--- src/hdl/x86enc_pkg.sv ---
// types, codes and register tables of the x86-64 instruction encoder
// no dependencies
package x86enc_pkg;

  localparam int MaxBytes      = 10;
  localparam int HdrBytes      = 6;
  localparam int DefQueueDepth = 2;

  typedef enum logic [3:0] {
    ACT_AND_IMM = 4'd0,
    ACT_CALL    = 4'd1,
    ACT_LEA     = 4'd2,
    ACT_LEAVE   = 4'd3,
    ACT_MOV_IMM = 4'd4,
    ACT_MOV_REG = 4'd5,
    ACT_MOVQ    = 4'd6,
    ACT_POP     = 4'd7,
    ACT_PUSH    = 4'd8,
    ACT_RET     = 4'd9
  } act_t;

  // register index map
  localparam logic [6:0] REG_RAX   = 7'd0;
  localparam logic [6:0] R64_LAST  = 7'd15;
  localparam logic [6:0] REG_EAX   = 7'd16;
  localparam logic [6:0] R32_LAST  = 7'd23;
  localparam logic [6:0] REG_AX    = 7'd24;
  localparam logic [6:0] R16_LAST  = 7'd31;
  localparam logic [6:0] REG_AL    = 7'd32;
  localparam logic [6:0] REG_AH    = 7'd36;
  localparam logic [6:0] R8_LAST   = 7'd39;
  localparam logic [6:0] MMX_LAST  = 7'd47;
  localparam logic [6:0] XMM_BASE  = 7'd48;
  localparam logic [6:0] XMM_LAST  = 7'd63;
  localparam logic [6:0] YMM_LAST  = 7'd79;

  // opcode and prefix bytes
  localparam logic [7:0] PFX_OPSIZE   = 8'h66;
  localparam logic [7:0] PFX_ADDRSIZE = 8'h67;
  localparam logic [7:0] REX_BASE     = 8'h40;
  localparam logic [7:0] REX_W        = 8'h48;
  localparam logic [7:0] REX_B        = 8'h41;
  localparam logic [7:0] OP_AND_AL    = 8'h24;
  localparam logic [7:0] OP_AND_AX    = 8'h25;
  localparam logic [7:0] OP_GRP1_B    = 8'h80;
  localparam logic [7:0] OP_GRP1_Z    = 8'h81;
  localparam logic [7:0] OP_GRP1_S8   = 8'h83;
  localparam logic [7:0] OP_MOV_RM_B  = 8'h88;
  localparam logic [7:0] OP_MOV_RM    = 8'h89;
  localparam logic [7:0] OP_LEA       = 8'h8D;
  localparam logic [7:0] OP_MOV_IMM_B = 8'hB0;
  localparam logic [7:0] OP_MOV_IMM   = 8'hB8;
  localparam logic [7:0] OP_PUSH      = 8'h50;
  localparam logic [7:0] OP_POP       = 8'h58;
  localparam logic [7:0] OP_GRP5      = 8'hFF;
  localparam logic [7:0] MODRM_CALL   = 8'hD0;
  localparam logic [7:0] MODRM_AND    = 8'hE0;
  localparam logic [7:0] MODRM_REG    = 8'hC0;
  localparam logic [7:0] SIB_NOINDEX  = 8'h24;
  localparam logic [7:0] OP_ESC       = 8'h0F;
  localparam logic [7:0] OP_MOVQ_TO   = 8'h6E;
  localparam logic [7:0] OP_MOVQ_FROM = 8'h7E;
  localparam logic [7:0] OP_RET       = 8'hC3;
  localparam logic [7:0] OP_LEAVE     = 8'hC9;
  localparam logic [2:0] RM_DISP_ONLY = 3'd5;
  localparam logic [2:0] RM_SIB       = 3'd4;

  // low code of gpr groups, entry 0 at the right
  localparam logic [7:0][2:0] GprLo  = {3'd4, 3'd5, 3'd7, 3'd6, 3'd2, 3'd1, 3'd3, 3'd0};
  localparam logic [7:0][2:0] ByteLo = {3'd6, 3'd5, 3'd7, 3'd4, 3'd2, 3'd1, 3'd3, 3'd0};

  // hardware register code of a register index
  function automatic logic [3:0] reg_code(logic [6:0] r);
    logic [3:0] c;
    if (r < 7'd8) c = {1'b0, GprLo[r[2:0]]};
    else if (r <= R64_LAST) c = {1'b1, r[2:0]};
    else if (r <= R16_LAST) c = {1'b0, GprLo[r[2:0]]};
    else if (r <= R8_LAST) c = {1'b0, ByteLo[r[2:0]]};
    else if (r <= MMX_LAST) c = {1'b0, r[2:0]};
    else if (r <= YMM_LAST) c = r[3:0];
    else c = 4'd0;
    return c;
  endfunction

  // one encoded instruction
  typedef struct packed {
    logic [MaxBytes-1:0][7:0] bytes;
    logic [3:0]               len;
    logic                     ok;
  } enc_rec_t;

  // front to queue
  typedef struct packed {
    logic     push;
    enc_rec_t rec;
  } q_wr_t;

  // queue head to back
  typedef struct packed {
    logic     valid;
    enc_rec_t rec;
  } q_rd_t;

endpackage

--- src/hdl/x86enc_if.sv ---
// channel interfaces of the instruction encoder: request in, code bytes out
// depends on nothing
interface x86enc_req_if;
  logic        valid;
  logic        ready;
  logic [3:0]  action;
  logic [6:0]  dst_reg;
  logic [6:0]  src_reg;
  logic [63:0] immediate;

  modport source (output valid, action, dst_reg, src_reg, immediate, input ready);
  modport sink (input valid, action, dst_reg, src_reg, immediate, output ready);
endinterface

interface x86enc_byte_if;
  logic       valid;
  logic       ready;
  logic [7:0] out_byte;
  logic       last_byte;
  logic       ok;

  modport source (output valid, out_byte, last_byte, ok, input ready);
  modport sink (input valid, out_byte, last_byte, ok, output ready);
endinterface

--- src/hdl/x86_64_instruction_encoder_unit.sv ---
// top level of the x86-64 instruction encoder: front, queue and serializer
// depends on x86enc_pkg, x86enc_if, x86enc_front, x86enc_queue, x86enc_back
//
//  channel | dir | payload                               | per transfer
//  --------+-----+---------------------------------------+---------------------
//  instr   | in  | action, dst_reg, src_reg, immediate   | one request
//  code    | out | out_byte, last_byte, ok               | one machine code byte
//
// an instruction of n bytes (1 to 10) goes out on the code channel, one
// byte per cycle from the serializer's output register while code is ready;
// a request is taken whenever the queue has room and is held there as a record
// synchronous reset empties the queue and the output register, no clearing pass
// a stall on code holds the byte; requests keep coming until the queue is full
module x86_64_instruction_encoder_unit
  import x86enc_pkg::*;
#(
  parameter int QueueDepth = DefQueueDepth
) (
  input  logic clk,
  input  logic rst,
  x86enc_req_if.sink    instr,
  x86enc_byte_if.source code
);

  q_wr_t wr;
  q_rd_t rd;
  logic  full;
  logic  pop;

  // classify and encode the whole instruction in the cycle it arrives
  x86enc_front u_front (
    .instr (instr),
    .full  (full),
    .wr    (wr)
  );

  // encoded records wait here while the serializer is busy or stalled
  x86enc_queue #(
    .Depth (QueueDepth)
  ) u_queue (
    .clk  (clk),
    .rst  (rst),
    .wr   (wr),
    .pop  (pop),
    .full (full),
    .rd   (rd)
  );

  // one byte per transfer; record leaves the queue with its last byte
  x86enc_back u_back (
    .clk  (clk),
    .rst  (rst),
    .rd   (rd),
    .pop  (pop),
    .code (code)
  );

endmodule

--- src/hdl/x86enc_front.sv ---
// front end: accepts a request and encodes it into a full byte record
// depends on x86enc_pkg and x86enc_if
module x86enc_front
  import x86enc_pkg::*;
(
  x86enc_req_if.sink instr,
  input  logic       full,
  output q_wr_t      wr
);

  logic [6:0]  dst, src;
  logic [63:0] imm;
  logic [3:0]  dc, sc, xc, gc;
  logic        d64, d32, d16, d8, dint, dxmm, s64, s32, sxmm;
  logic        f8, f16, f32;
  logic [7:0]  m_and, rex_and, opq;
  logic [3:0]  lrex;
  logic [1:0]  lmod;
  logic [HdrBytes-1:0][7:0] hdr;
  logic [2:0]  hn;
  logic [3:0]  il;
  logic        ok;
  logic [3:0]  j;

  assign dst = instr.dst_reg;
  assign src = instr.src_reg;
  assign imm = instr.immediate;
  assign dc  = reg_code(dst);
  assign sc  = reg_code(src);

  assign d64  = dst <= R64_LAST;
  assign d32  = dst >= REG_EAX && dst <= R32_LAST;
  assign d16  = dst >= REG_AX && dst <= R16_LAST;
  assign d8   = dst >= REG_AL && dst <= R8_LAST;
  assign dint = dst <= R8_LAST;
  assign dxmm = dst >= XMM_BASE && dst <= XMM_LAST;
  assign s64  = src <= R64_LAST;
  assign s32  = src >= REG_EAX && src <= R32_LAST;
  assign sxmm = src >= XMM_BASE && src <= XMM_LAST;

  // signed range checks: all bits above the field equal its sign
  assign f8  = (&imm[63:7]) | ~(|imm[63:7]);
  assign f16 = (&imm[63:15]) | ~(|imm[63:15]);
  assign f32 = (&imm[63:31]) | ~(|imm[63:31]);

  assign m_and   = MODRM_AND | {5'd0, dc[2:0]};
  assign rex_and = REX_W | {7'd0, dc[3]};

  // movq operand roles: xmm in modrm.reg, gpr in modrm.rm
  assign xc  = dxmm ? dc : sc;
  assign gc  = dxmm ? sc : dc;
  assign opq = dxmm ? OP_MOVQ_TO : OP_MOVQ_FROM;

  // rex bits w, r, x, b
  assign lrex = {d64, dc[3], 1'b0, sc[3]};

  always_comb begin
    hdr  = '0;
    hn   = 3'd0;
    il   = 4'd0;
    ok   = 1'b0;
    lmod = 2'd0;
    case (act_t'(instr.action))
      ACT_AND_IMM: begin
        if (dint && f32) begin
          ok = 1'b1;
          if (dst == REG_AL && f8) begin
            hdr[0] = OP_AND_AL; hn = 3'd1; il = 4'd1;
          end else if (dst == REG_AX && f16) begin
            hdr[0] = PFX_OPSIZE; hdr[1] = OP_AND_AX; hn = 3'd2; il = 4'd2;
          end else if (dst == REG_EAX) begin
            hdr[0] = OP_AND_AX; hn = 3'd1; il = 4'd4;
          end else if (dst == REG_RAX) begin
            hdr[0] = REX_W; hdr[1] = OP_AND_AX; hn = 3'd2; il = 4'd4;
          end else if (f8) begin
            il = 4'd1;
            if (d8) begin
              // high byte registers have no encoding here
              if (dst >= REG_AH) ok = 1'b0;
              else begin
                hdr[0] = OP_GRP1_B; hdr[1] = m_and; hn = 3'd2;
              end
            end else if (d16) begin
              hdr[0] = PFX_OPSIZE; hdr[1] = OP_GRP1_S8; hdr[2] = m_and; hn = 3'd3;
            end else if (d32) begin
              hdr[0] = OP_GRP1_S8; hdr[1] = m_and; hn = 3'd2;
            end else begin
              hdr[0] = rex_and; hdr[1] = OP_GRP1_S8; hdr[2] = m_and; hn = 3'd3;
            end
          end else if (d16 && f16) begin
            hdr[0] = PFX_OPSIZE; hdr[1] = OP_GRP1_Z; hdr[2] = m_and; hn = 3'd3; il = 4'd2;
          end else if (d8 || d16) begin
            ok = 1'b0;
          end else if (d32) begin
            hdr[0] = OP_GRP1_Z; hdr[1] = m_and; hn = 3'd2; il = 4'd4;
          end else begin
            hdr[0] = rex_and; hdr[1] = OP_GRP1_Z; hdr[2] = m_and; hn = 3'd3; il = 4'd4;
          end
        end
      end
      ACT_CALL, ACT_POP, ACT_PUSH: begin
        if (d64) begin
          ok = 1'b1;
          if (dc[3]) begin
            hdr[hn] = REX_B; hn = hn + 3'd1;
          end
          if (act_t'(instr.action) == ACT_CALL) begin
            hdr[hn] = OP_GRP5; hn = hn + 3'd1;
            hdr[hn] = MODRM_CALL | {5'd0, dc[2:0]}; hn = hn + 3'd1;
          end else if (act_t'(instr.action) == ACT_POP) begin
            hdr[hn] = OP_POP | {5'd0, dc[2:0]}; hn = hn + 3'd1;
          end else begin
            hdr[hn] = OP_PUSH | {5'd0, dc[2:0]}; hn = hn + 3'd1;
          end
        end
      end
      ACT_LEA: begin
        if ((d64 || d32 || d16) && (s64 || s32) && f32) begin
          ok = 1'b1;
          if (s32) begin
            hdr[hn] = PFX_ADDRSIZE; hn = hn + 3'd1;
          end
          if (d16) begin
            hdr[hn] = PFX_OPSIZE; hn = hn + 3'd1;
          end
          if (|lrex) begin
            hdr[hn] = REX_BASE | {4'd0, lrex}; hn = hn + 3'd1;
          end
          hdr[hn] = OP_LEA; hn = hn + 3'd1;
          // zero displacement drops out unless the base needs disp form
          if (imm[31:0] == 32'd0 && sc[2:0] != RM_DISP_ONLY) lmod = 2'd0;
          else if (f8) lmod = 2'd1;
          else lmod = 2'd2;
          hdr[hn] = {lmod, dc[2:0], sc[2:0]}; hn = hn + 3'd1;
          if (sc[2:0] == RM_SIB) begin
            hdr[hn] = SIB_NOINDEX; hn = hn + 3'd1;
          end
          il = (lmod == 2'd1) ? 4'd1 : (lmod == 2'd2) ? 4'd4 : 4'd0;
        end
      end
      ACT_LEAVE: begin
        ok = 1'b1; hdr[0] = OP_LEAVE; hn = 3'd1;
      end
      ACT_RET: begin
        ok = 1'b1; hdr[0] = OP_RET; hn = 3'd1;
      end
      ACT_MOV_IMM: begin
        if (d64) begin
          ok = 1'b1;
          hdr[0] = REX_W | {7'd0, dc[3]}; hdr[1] = OP_MOV_IMM | {5'd0, dc[2:0]};
          hn = 3'd2; il = 4'd8;
        end else if (d32 && f32) begin
          ok = 1'b1; hdr[0] = OP_MOV_IMM | {5'd0, dc[2:0]}; hn = 3'd1; il = 4'd4;
        end else if (d16 && f16) begin
          ok = 1'b1;
          hdr[0] = PFX_OPSIZE; hdr[1] = OP_MOV_IMM | {5'd0, dc[2:0]};
          hn = 3'd2; il = 4'd2;
        end else if (d8 && f8) begin
          ok = 1'b1; hdr[0] = OP_MOV_IMM_B | {5'd0, dc[2:0]}; hn = 3'd1; il = 4'd1;
        end
      end
      ACT_MOV_REG: begin
        if (d64 && s64) begin
          ok = 1'b1;
          hdr[0] = REX_W | {5'd0, sc[3], 1'b0, dc[3]}; hdr[1] = OP_MOV_RM;
          hdr[2] = {2'b11, sc[2:0], dc[2:0]}; hn = 3'd3;
        end else if (d32 && s32) begin
          ok = 1'b1;
          hdr[0] = OP_MOV_RM; hdr[1] = {2'b11, sc[2:0], dc[2:0]}; hn = 3'd2;
        end else if (d16 && src >= REG_AX && src <= R16_LAST) begin
          ok = 1'b1;
          hdr[0] = PFX_OPSIZE; hdr[1] = OP_MOV_RM;
          hdr[2] = {2'b11, sc[2:0], dc[2:0]}; hn = 3'd3;
        end else if (d8 && src >= REG_AL && src <= R8_LAST) begin
          ok = 1'b1;
          hdr[0] = OP_MOV_RM_B; hdr[1] = {2'b11, sc[2:0], dc[2:0]}; hn = 3'd2;
        end
      end
      ACT_MOVQ: begin
        if ((dxmm && s64) || (sxmm && d64)) begin
          ok = 1'b1;
          hdr[0] = PFX_OPSIZE;
          hdr[1] = REX_W | {5'd0, xc[3], 1'b0, gc[3]};
          hdr[2] = OP_ESC;
          hdr[3] = opq;
          hdr[4] = MODRM_REG | {2'b00, xc[2:0], gc[2:0]};
          hn = 3'd5;
        end
      end
      default: ok = 1'b0;
    endcase
  end

  // header bytes first, then the immediate little endian
  always_comb begin
    wr.push   = instr.valid && !full;
    wr.rec.ok = ok;
    wr.rec.len = ok ? ({1'b0, hn} + il) : 4'd1;
    j = 4'd0;
    for (int k = 0; k < MaxBytes; k++) begin
      j = 4'(k) - {1'b0, hn};
      if (!ok) wr.rec.bytes[k] = 8'h00;
      else if (4'(k) < {1'b0, hn}) wr.rec.bytes[k] = hdr[3'(k)];
      else wr.rec.bytes[k] = imm[{j[2:0], 3'b000} +: 8];
    end
  end

  assign instr.ready = !full;

endmodule

--- src/hdl/x86enc_queue.sv ---
// short record queue between the encoder front and the byte serializer
// depends on x86enc_pkg
module x86enc_queue
  import x86enc_pkg::*;
#(
  parameter int Depth = DefQueueDepth
) (
  input  logic  clk,
  input  logic  rst,
  input  q_wr_t wr,
  input  logic  pop,
  output logic  full,
  output q_rd_t rd
);

  localparam int PtrW = (Depth > 1) ? $clog2(Depth) : 1;
  localparam int CntW = $clog2(Depth + 1);

  enc_rec_t      mem [Depth];
  logic [PtrW-1:0] wptr, rptr;
  logic [CntW-1:0] cnt;
  logic            do_push, do_pop;

  assign full    = cnt == CntW'(Depth);
  assign do_push = wr.push && !full;
  assign do_pop  = pop && (cnt != '0);

  always_ff @(posedge clk) begin
    if (do_push) mem[wptr] <= wr.rec;
  end

  always_ff @(posedge clk) begin
    if (rst) begin
      wptr <= '0;
      rptr <= '0;
      cnt  <= '0;
    end else begin
      if (do_push) wptr <= (wptr == PtrW'(Depth - 1)) ? '0 : wptr + 1'b1;
      if (do_pop) rptr <= (rptr == PtrW'(Depth - 1)) ? '0 : rptr + 1'b1;
      if (do_push && !do_pop) cnt <= cnt + 1'b1;
      else if (do_pop && !do_push) cnt <= cnt - 1'b1;
    end
  end

  assign rd.valid = cnt != '0;
  assign rd.rec   = mem[rptr];

endmodule

--- src/hdl/x86enc_back.sv ---
// back end: walks the head record and drives one code byte per transfer
// depends on x86enc_pkg and x86enc_if
module x86enc_back
  import x86enc_pkg::*;
(
  input  logic  clk,
  input  logic  rst,
  input  q_rd_t rd,
  output logic  pop,
  x86enc_byte_if.source code
);

  logic [3:0] idx;
  logic       ovalid;
  logic [7:0] obyte;
  logic       olast, ook;
  logic       load, at_last;

  assign load    = rd.valid && (!ovalid || code.ready);
  assign at_last = idx == (rd.rec.len - 4'd1);
  assign pop     = load && at_last;

  always_ff @(posedge clk) begin
    if (rst) begin
      ovalid <= 1'b0;
      idx    <= 4'd0;
    end else begin
      if (load) begin
        ovalid <= 1'b1;
        idx    <= at_last ? 4'd0 : idx + 4'd1;
      end else if (code.ready) begin
        ovalid <= 1'b0;
      end
    end
  end

  always_ff @(posedge clk) begin
    if (load) begin
      obyte <= rd.rec.bytes[idx];
      olast <= at_last;
      ook   <= rd.rec.ok;
    end
  end

  assign code.valid     = ovalid;
  assign code.out_byte  = obyte;
  assign code.last_byte = olast;
  assign code.ok        = ook;

endmodule

--- src/flat_wrapper.sv ---
// flat-port wrapper written by rule: the top's interface ports become plain ports
module x86_64_instruction_encoder_unit_flat import x86enc_pkg::*;
#(
  parameter int QueueDepth = DefQueueDepth
)
  (clk, rst, instr_valid, instr_action, instr_dst_reg, instr_src_reg, instr_immediate, instr_ready, code_valid, code_out_byte, code_last_byte, code_ok, code_ready);
  x86enc_req_if instr_i ();
  x86enc_byte_if code_i ();
  input  logic clk;
  input  logic rst;
  input wire logic [$bits(instr_i.valid)-1:0] instr_valid;
  input wire logic [$bits(instr_i.action)-1:0] instr_action;
  input wire logic [$bits(instr_i.dst_reg)-1:0] instr_dst_reg;
  input wire logic [$bits(instr_i.src_reg)-1:0] instr_src_reg;
  input wire logic [$bits(instr_i.immediate)-1:0] instr_immediate;
  output wire logic [$bits(instr_i.ready)-1:0] instr_ready;
  output wire logic [$bits(code_i.valid)-1:0] code_valid;
  output wire logic [$bits(code_i.out_byte)-1:0] code_out_byte;
  output wire logic [$bits(code_i.last_byte)-1:0] code_last_byte;
  output wire logic [$bits(code_i.ok)-1:0] code_ok;
  input wire logic [$bits(code_i.ready)-1:0] code_ready;
  assign instr_i.valid = instr_valid;
  assign instr_i.action = instr_action;
  assign instr_i.dst_reg = instr_dst_reg;
  assign instr_i.src_reg = instr_src_reg;
  assign instr_i.immediate = instr_immediate;
  assign instr_ready = instr_i.ready;
  assign code_valid = code_i.valid;
  assign code_out_byte = code_i.out_byte;
  assign code_last_byte = code_i.last_byte;
  assign code_ok = code_i.ok;
  assign code_i.ready = code_ready;
  x86_64_instruction_encoder_unit #(.QueueDepth(QueueDepth)) u_core (.clk(clk), .rst(rst), .instr(instr_i), .code(code_i));
endmodule
--- config.mk ---
export PLATFORM = sky130hd
export DESIGN_NAME = x86_64_instruction_encoder_unit_flat
export DESIGN_NICKNAME = d
export VERILOG_FILES = /design/src/hdl/x86enc_pkg.sv /design/src/hdl/x86enc_if.sv /design/src/hdl/x86_64_instruction_encoder_unit.sv /design/src/hdl/x86enc_front.sv /design/src/hdl/x86enc_queue.sv /design/src/hdl/x86enc_back.sv /design/src/flat_wrapper.sv
export SDC_FILE = /design/constraint.sdc
export NUM_CORES = 1
export LEC_CHECK = 0
export ABC_AREA = 1
export BUFFER_PORTS_ARGS = -buffer_cell sky130_fd_sc_hd__buf_4
export CORE_MARGIN = 4
export CORE_UTILIZATION = 35
export CTS_CLUSTER_SIZE = 40
export DETAILED_ROUTE_END_ITERATION = 7
export GPL_TIMING_DRIVEN = 0
export PLACE_DENSITY = 0.53
export SLEW_MARGIN = 20
export SYNTH_ARGS = -nofsm -noshare
export SYNTH_HDL_FRONTEND = slang
export SYNTH_SLANG_ARGS = --single-unit
--- constraint.sdc ---
create_clock -name clk -period 11.75 [get_ports clk]
set_input_delay 0.5875 -clock clk [delete_from_list [all_inputs] [get_ports clk]]
set_output_delay 0.5875 -clock clk [all_outputs]
set_load 0.005 [all_outputs]
* Word-level counts from Yosys, hierarchy flattened
Memories as Yosys holds them, arrays and structs flattened. A register that Yosys moved wholly into a read port is not among the register bits.
Cells that the tools add are included.
** Cells by class
- Bitwise gates (word level) :: 16
- Add/sub/neg operators :: 24
- Reduce and logical (&&, ||, !) cells :: 62
- $lt $le $gt $ge :: 51
- Shift-type cells :: 10
- Equality and inequality tests :: 18
- Muxes and demuxes :: 219
** Operators with widths (number)
- $shiftx A64 B7 Y8 :: 10
- $mux W8 :: 44
- $mux W16 :: 19
- $mux W24 :: 12
- $mux W48 :: 6
- $bwmux W48 :: 5
- $demux W8 S3 :: 7
- $mux W32 :: 5
- $mux W3 :: 38
- $not A24 Y24 :: 3
- $mux W4 :: 17
- $pmux W8 S8 :: 1
- $reduce_and A57 Y1 :: 1
- $reduce_or A57 Y1 :: 1
- $reduce_and A49 Y1 :: 1
- $reduce_or A49 Y1 :: 1
- $and A24 B24 Y24 :: 2
- $or A8 B48 Y48 :: 1
- $pmux W8 S6 :: 1
- $le A7 B6 Y1 const B :: 6
- $pmux W8 S5 :: 1
- $logic_and A1 B1 Y1 :: 37
- $lt A3 B4 Y1 const B :: 9
- $ge A7 B6 Y1 const B :: 5
- 59 further kinds :: 167
** Word-level totals
- Bits in registers :: 19
- Memories kept :: 5
- RAM bits :: 170
- ROM bits :: 96
** Memory list
- u_core.u_queue.mem :: depth 2, bits a word 85, rd ports 1, clocked after Yosys merged registers in 1, wr ports 1, RTL line x86enc_queue.sv:19 : enc_rec_t mem [Depth];
- (no name shown) :: depth 8, bits a word 3, rd ports 1, clocked after Yosys merged registers in 0, wr ports 0, RTL line x86enc_pkg.sv:78 : else if (r <= R8_LAST) c = {1'b0, ByteLo[r[2:0]]};
- (no name shown) :: depth 8, bits a word 3, rd ports 1, clocked after Yosys merged registers in 0, wr ports 0, RTL line x86enc_pkg.sv:77 : else if (r <= R16_LAST) c = {1'b0, GprLo[r[2:0]]};
- (no name shown) :: depth 8, bits a word 3, rd ports 1, clocked after Yosys merged registers in 0, wr ports 0, RTL line x86enc_pkg.sv:78
- (no name shown) :: depth 8, bits a word 3, rd ports 1, clocked after Yosys merged registers in 0, wr ports 0, RTL line x86enc_pkg.sv:77

* Depth between registers and ports, before layout
- Depth in word-level cells :: 34
- Mapped depth :: 31

* By module
From an unflattened synthesis, not the netlist that was laid out.
** Unflattened totals
- Cells, all modules :: 2089
- Area total of the unflattened synthesis :: 15024.4 sq um
** Modules (own cells, without submodules)
- x86enc_front :: times used 1, cells each 1551, area an instance 7161.9 sq um
- x86enc_queue :: times used 1, cells each 301, area an instance 6381.1 sq um
- x86enc_back :: times used 1, cells each 237, area an instance 1481.4 sq um

* Worst setup path before layout
No wires, ideal clock.
- Path type :: input port to flip-flop
- From :: in instr_src_reg[0]
- To :: mem u_core.u_queue.mem[0][11] in the netlist's numbering, data pin
- Slack :: 6.684 ns
- Stages on the path :: 28
- Data required time :: 11.498 ns
- Arrival :: 4.814 ns
- Cells stage by stage :: ha_1 -> nand2_1 -> nor2_2 -> a22oi_1 -> nand2_1 -> o21ai_0 -> nand2_1 -> nand2_1 -> inv_1 -> fa_1 -> clkbuf_1 -> inv_1 -> ha_1 -> nand2_1 -> nand3_1 -> nand3_2 -> buf_2 -> buf_2 -> inv_1 -> ha_1 -> clkbuf_1 -> inv_1 -> clkbuf_1 -> nand3_1 -> nand3_1 -> nand3_1 -> nand2_1 -> inv_1
** RTL lines
- from (decl) :: RTL line flat_wrapper.sv:14 : input wire logic [$bits(instr_i.src_reg)-1:0] instr_src_reg;
- to (decl) :: RTL line x86enc_queue.sv:19

==> PnR_summary.wiki <==
{| class="wikitable"
! Metric !! Value
|-
| Status || finished with violations
|-
| Violated checks || DRC
|-
| GRT overflow || 0
|-
| Maximum resistive drop on vdd || around 0.12 mV
|-
| Total of warnings raised by yosys || 0
|-
| Flop-to-flop setup slack || 8.66 ns
|-
| Layout-stage area growth over the synthesis result || 15.4%
|-
| Clock Tree Buf Depth || 2
|-
| Clock insertion delay at the later pin of the skew report || around 0.43 ns
|-
| Net Sw Frac || 0.375
|-
| Launching element type of the critical path || input pin
|-
| Setup fix buffers added after clock tree synthesis || 0
|-
| Final hold violation count || 0
|-
| Leakage power || around 7 nW
|-
| Largest stage delay on the critical path || slightly below 0.5 ns
|-
| Post-synthesis instance area || between 10000 and 15000 µm²
|-
| Cell Rows || 73
|-
| Type of the most critical hold path || input pin to flop
|-
| Part of the total power dissipated in sequential elements || 0.403
|-
| Routed wl met2 || approximately 26 mm
|-
| Post-synthesis cell type count || 53
|-
| CTS tree || built
|-
| Clock edge transition at the registers on the reported setup and hold paths || roughly 0.07 ns
|-
| Synth top area share || 0.386
|-
| Clock tree root driver cell || sky130_fd_sc_hd__clkbuf_16
|-
| Power, Total || ~0.0023 W
|-
| Critical path start-end classification || input pin to flop
|-
| Fmax achieved || 152 MHz
|-
| First-pass GRT wire length || between 80 and 90 mm
|-
| Routability Congestion || between 1 and 1.5
|-
| Post-cts gate resize count || 0
|-
| Clock share of power || 0.238
|-
| Total via count after detailed routing || 14497
|-
| Average wire per cell in the routed design || 21.5 µm
|-
| Detailed-route vias per instance || ~5.5
|-
| Total die area || 43300 µm²
|-
| Core footprint || just under 40000 µm²
|-
| Combinational group share of total power || 0.359
|-
| Number of global-route vias before repair || between 10000 and 15000
|-
| Detailed-route wire length on metal 1 || 25.2 mm
|-
| Most frequent standard cell in the layout excluding fill and tap cells || sky130_fd_sc_hd__nand2_1
|-
| Total global-route track usage || 0.252
|-
| Critical path endpoint category || flop
|-
| Initial DRC Count || ~1400
|-
| Dominant register cell in the synthesized netlist || sky130_fd_sc_hd__edfxtp_1
|-
| Cts-stage hold buffer count || 0
|-
| Initial standard-cell utilization of the core || 0.353
|-
| Y dimension of the die || 208 µm
|-
| Top-Level Pins || ~100
|-
| Number of setup violations in the final report || 0
|-
| Data required, critical path || roughly 12 ns
|-
| DRC violation count after routing || 1
|-
| WP buf/inv || 10
|-
| Fin crit share || 0.559
|-
| Power dissipated by switching net loads || approximately 0.00086 W
|-
| Antenna violation net count after detailed routing || 0
|-
| Data arrival at the endpoint of the critical path || 6.72 ns
|-
| Largest fanout on the critical path || 10
|-
| RSZ-0062 raised after global routing || false
|-
| Share of the yosys chip area belonging to registers || 0.400
|-
| Share of cells above drive strength 1 || 0.108
|-
| Die Width || approximately 210 µm
|-
| Number of enable flip-flop cells after synthesis || 180
|-
| Largest area contributor in the synthesized netlist || sky130_fd_sc_hd__edfxtp_1
|-
| Leading cell types in the layout, fill and taps excluded || sky130_fd_sc_hd__nand2_1 (424), sky130_fd_sc_hd__nor2_1 (245), sky130_fd_sc_hd__nand3_1 (217)
|-
| Number of cells in the finished layout apart from fillers || approximately 2600
|-
| Crit-path leading delay family || buffers and inverters
|-
| Int Pwr || ~0.0014 W
|-
| Slew at the pin closest to its max-slew limit || just under 1 ns
|-
| Fraction of registers with async set or reset after synthesis || 0
|-
| Met3 wirelength from detailed routing || roughly 3.6 mm
|-
| Final sum of negative setup slack || 0 ns
|-
| Areal power density over the cells || 142 nW/µm²
|-
| Post-Syn Area per Cell || 7.15 µm²
|-
| Total iterations of the first detailed-routing run || 8
|-
| Initial antenna violation count || 1
|-
| Pins over their slew limit || 0
|-
| Gate Count Post-Synth || around 2000
|-
| Post-synth net total || just over 2000
|-
| Number of input and output port buffers inserted || 94
|-
| Clock sink total || 190
|-
| Slew margin rel. || 0.328
|-
| Final critical delay including setup and external delays || about 6.6 ns
|-
| Total wire length after detailed routing || between 50 and 60 mm
|-
| Maximum number of pins on one net before global-route repair || 23
|-
| Detail Placement HPWL || between 40 and 50 mm
|-
| Skew final || approximately 0.013 ns
|-
| H-tree Lvls || 4
|-
| # Max-Cap Violations || 0
|-
| Net count of the finished layout || between 2000 and 2500
|-
| Largest cells by area after synthesis || sky130_fd_sc_hd__edfxtp_1 (39%), sky130_fd_sc_hd__nand2_1 (11%), sky130_fd_sc_hd__nand3_1 (7.8%)
|-
| Most common cell type on the critical path || sky130_fd_sc_hd__nand2_1
|-
| Number of antenna cells inserted || 0
|-
| Number of clock buffers inserted by TritonCTS || 17
|-
| Topmost layer with routed signal wires || met4
|-
| Placed Cells || 2588
|-
| FF+latch count, synth || between 150 and 200
|-
| Cell with the largest stage delay on the worst path || sky130_fd_sc_hd__fa_1
|}
[routing by layer]
layer / up-vias / track usage
met4: 0 / 0.0711
met5: - / 0
li1: 6961 / -
met3: 78 / 0.0246
met2: 589 / 0.411
met1: 6869 / 0.358
[layout make-up]
cell class                 count  area [µm²]
tap                          525         657
clock inverter                15         129
fill                        4196       23500
clock buffer                  17         425
timing repair buffer         103         922
buffer                        91         424
multi-input combinational   1448        7130
inverter                     231         867
sequential                   190        5610
[worst min-delay path, cell delays in order]
cell and delay, ns:
sky130_fd_sc_hd__buf_4 0.08, sky130_fd_sc_hd__nor2_1 0.05, sky130_fd_sc_hd__nor2_1 0.10, sky130_fd_sc_hd__nor2_1 0.04
[logic make-up (layout without fill, tap and decap cells)]
group | after synthesis | after routing | share of synthesized area
multiplexers | 3 | 3 | 0.00214
flip-flops | 190 | 190 | 0.400
AO/OA/AOI/OAI | 398 | 398 | 0.161
AND/OR/NAND/NOR | 1013 | 1013 | 0.315
buffers and inverters | 322 | 457 | 0.0922
XOR/XNOR | 10 | 10 | 0.00732
adder cells (fa/ha/maj) | 24 | 24 | 0.0220
[final timing paths]
kind / to / depth (start not counted) / from
setup / recovery: u_core.u_queue.mem[0][54] / 28 / instr_src_reg[0]
hold / removal: u_core.u_back.code.valid / 4 / code_ready
setup reg to reg: u_core.u_queue.cnt[1] / 14 / flop
hold reg to reg: u_core.u_back.code.ok / 2 / u_core.u_queue.mem[0][0]
[power groups by stage]
stage | clock network (W) | logic [W] | registers [W]
2_1_floorplan | 0 | 0.000471 | 0.000948
3_3_place_gp | 0 | 0.000778 | 0.000965
3_5_place_dp | 0 | 0.000822 | 0.000944
4_1_cts | 0.000554 | 0.000825 | 0.000929
5_1_grt | 0.000580 | 0.000904 | 0.000939
6_report | 0.000547 | 0.000827 | 0.000928
[flip-flops by register name (all words and copies together) (netlist names), named ones only]
signal,cells
u_core.u_queue.mem,170
u_core.u_back.code.out_byte,8
u_core.u_back.idx,4
u_core.u_queue.cnt,2
u_core.u_back.code.last_byte,1
u_core.u_back.code.ok,1
u_core.u_back.code.valid,1
u_core.u_queue.rptr,1
u_core.u_queue.wptr,1
[cells in the mapped netlist (3+ instances only)]
master                       n
sky130_fd_sc_hd__a31oi_1     6
sky130_fd_sc_hd__nor2_2      9
sky130_fd_sc_hd__ha_1       23
sky130_fd_sc_hd__o22ai_1    42
sky130_fd_sc_hd__inv_1     209
sky130_fd_sc_hd__a211oi_1    7
sky130_fd_sc_hd__nor2_4      3
sky130_fd_sc_hd__o21ai_0   153
sky130_fd_sc_hd__buf_6       4
sky130_fd_sc_hd__nand3_1   217
sky130_fd_sc_hd__nor2_1    247
sky130_fd_sc_hd__nand4_1    60
sky130_fd_sc_hd__and2_1      5
sky130_fd_sc_hd__buf_4       7
sky130_fd_sc_hd__inv_2      17
sky130_fd_sc_hd__xor2_1      7
sky130_fd_sc_hd__nor3_1     27
sky130_fd_sc_hd__a21oi_1    94
sky130_fd_sc_hd__clkinv_1    5
sky130_fd_sc_hd__o21ai_1    41
sky130_fd_sc_hd__mux2i_1     3
sky130_fd_sc_hd__dfxtp_1    10
sky130_fd_sc_hd__o211ai_2    7
sky130_fd_sc_hd__nand3_2     7
sky130_fd_sc_hd__clkbuf_1   55
sky130_fd_sc_hd__edfxtp_1  180
sky130_fd_sc_hd__or2_2       3
sky130_fd_sc_hd__buf_2      20
sky130_fd_sc_hd__nand2_2     6
sky130_fd_sc_hd__buf_1       4
sky130_fd_sc_hd__a22o_1      8
sky130_fd_sc_hd__o211ai_1   25
sky130_fd_sc_hd__nand2_1   424
[per-stage QoR]
step | hold slack [ns] | utilization | worst slack, ns | area [µm²]
3_5_place_dp | 0.493 | 0.394 | 4.98 | 15600
2_1_floorplan | 0.459 | - | 6.68 | 14000
3_3_place_gp | 0.477 | 0.388 | 4.53 | 15400
5_1_grt | 0.481 | 0.408 | 4.87 | 16200
6_report | 0.469 | 0.408 | 5.18 | 16200
4_1_cts | 0.452 | 0.408 | 5.39 | 16200
(Power assumes the default switching activity.)
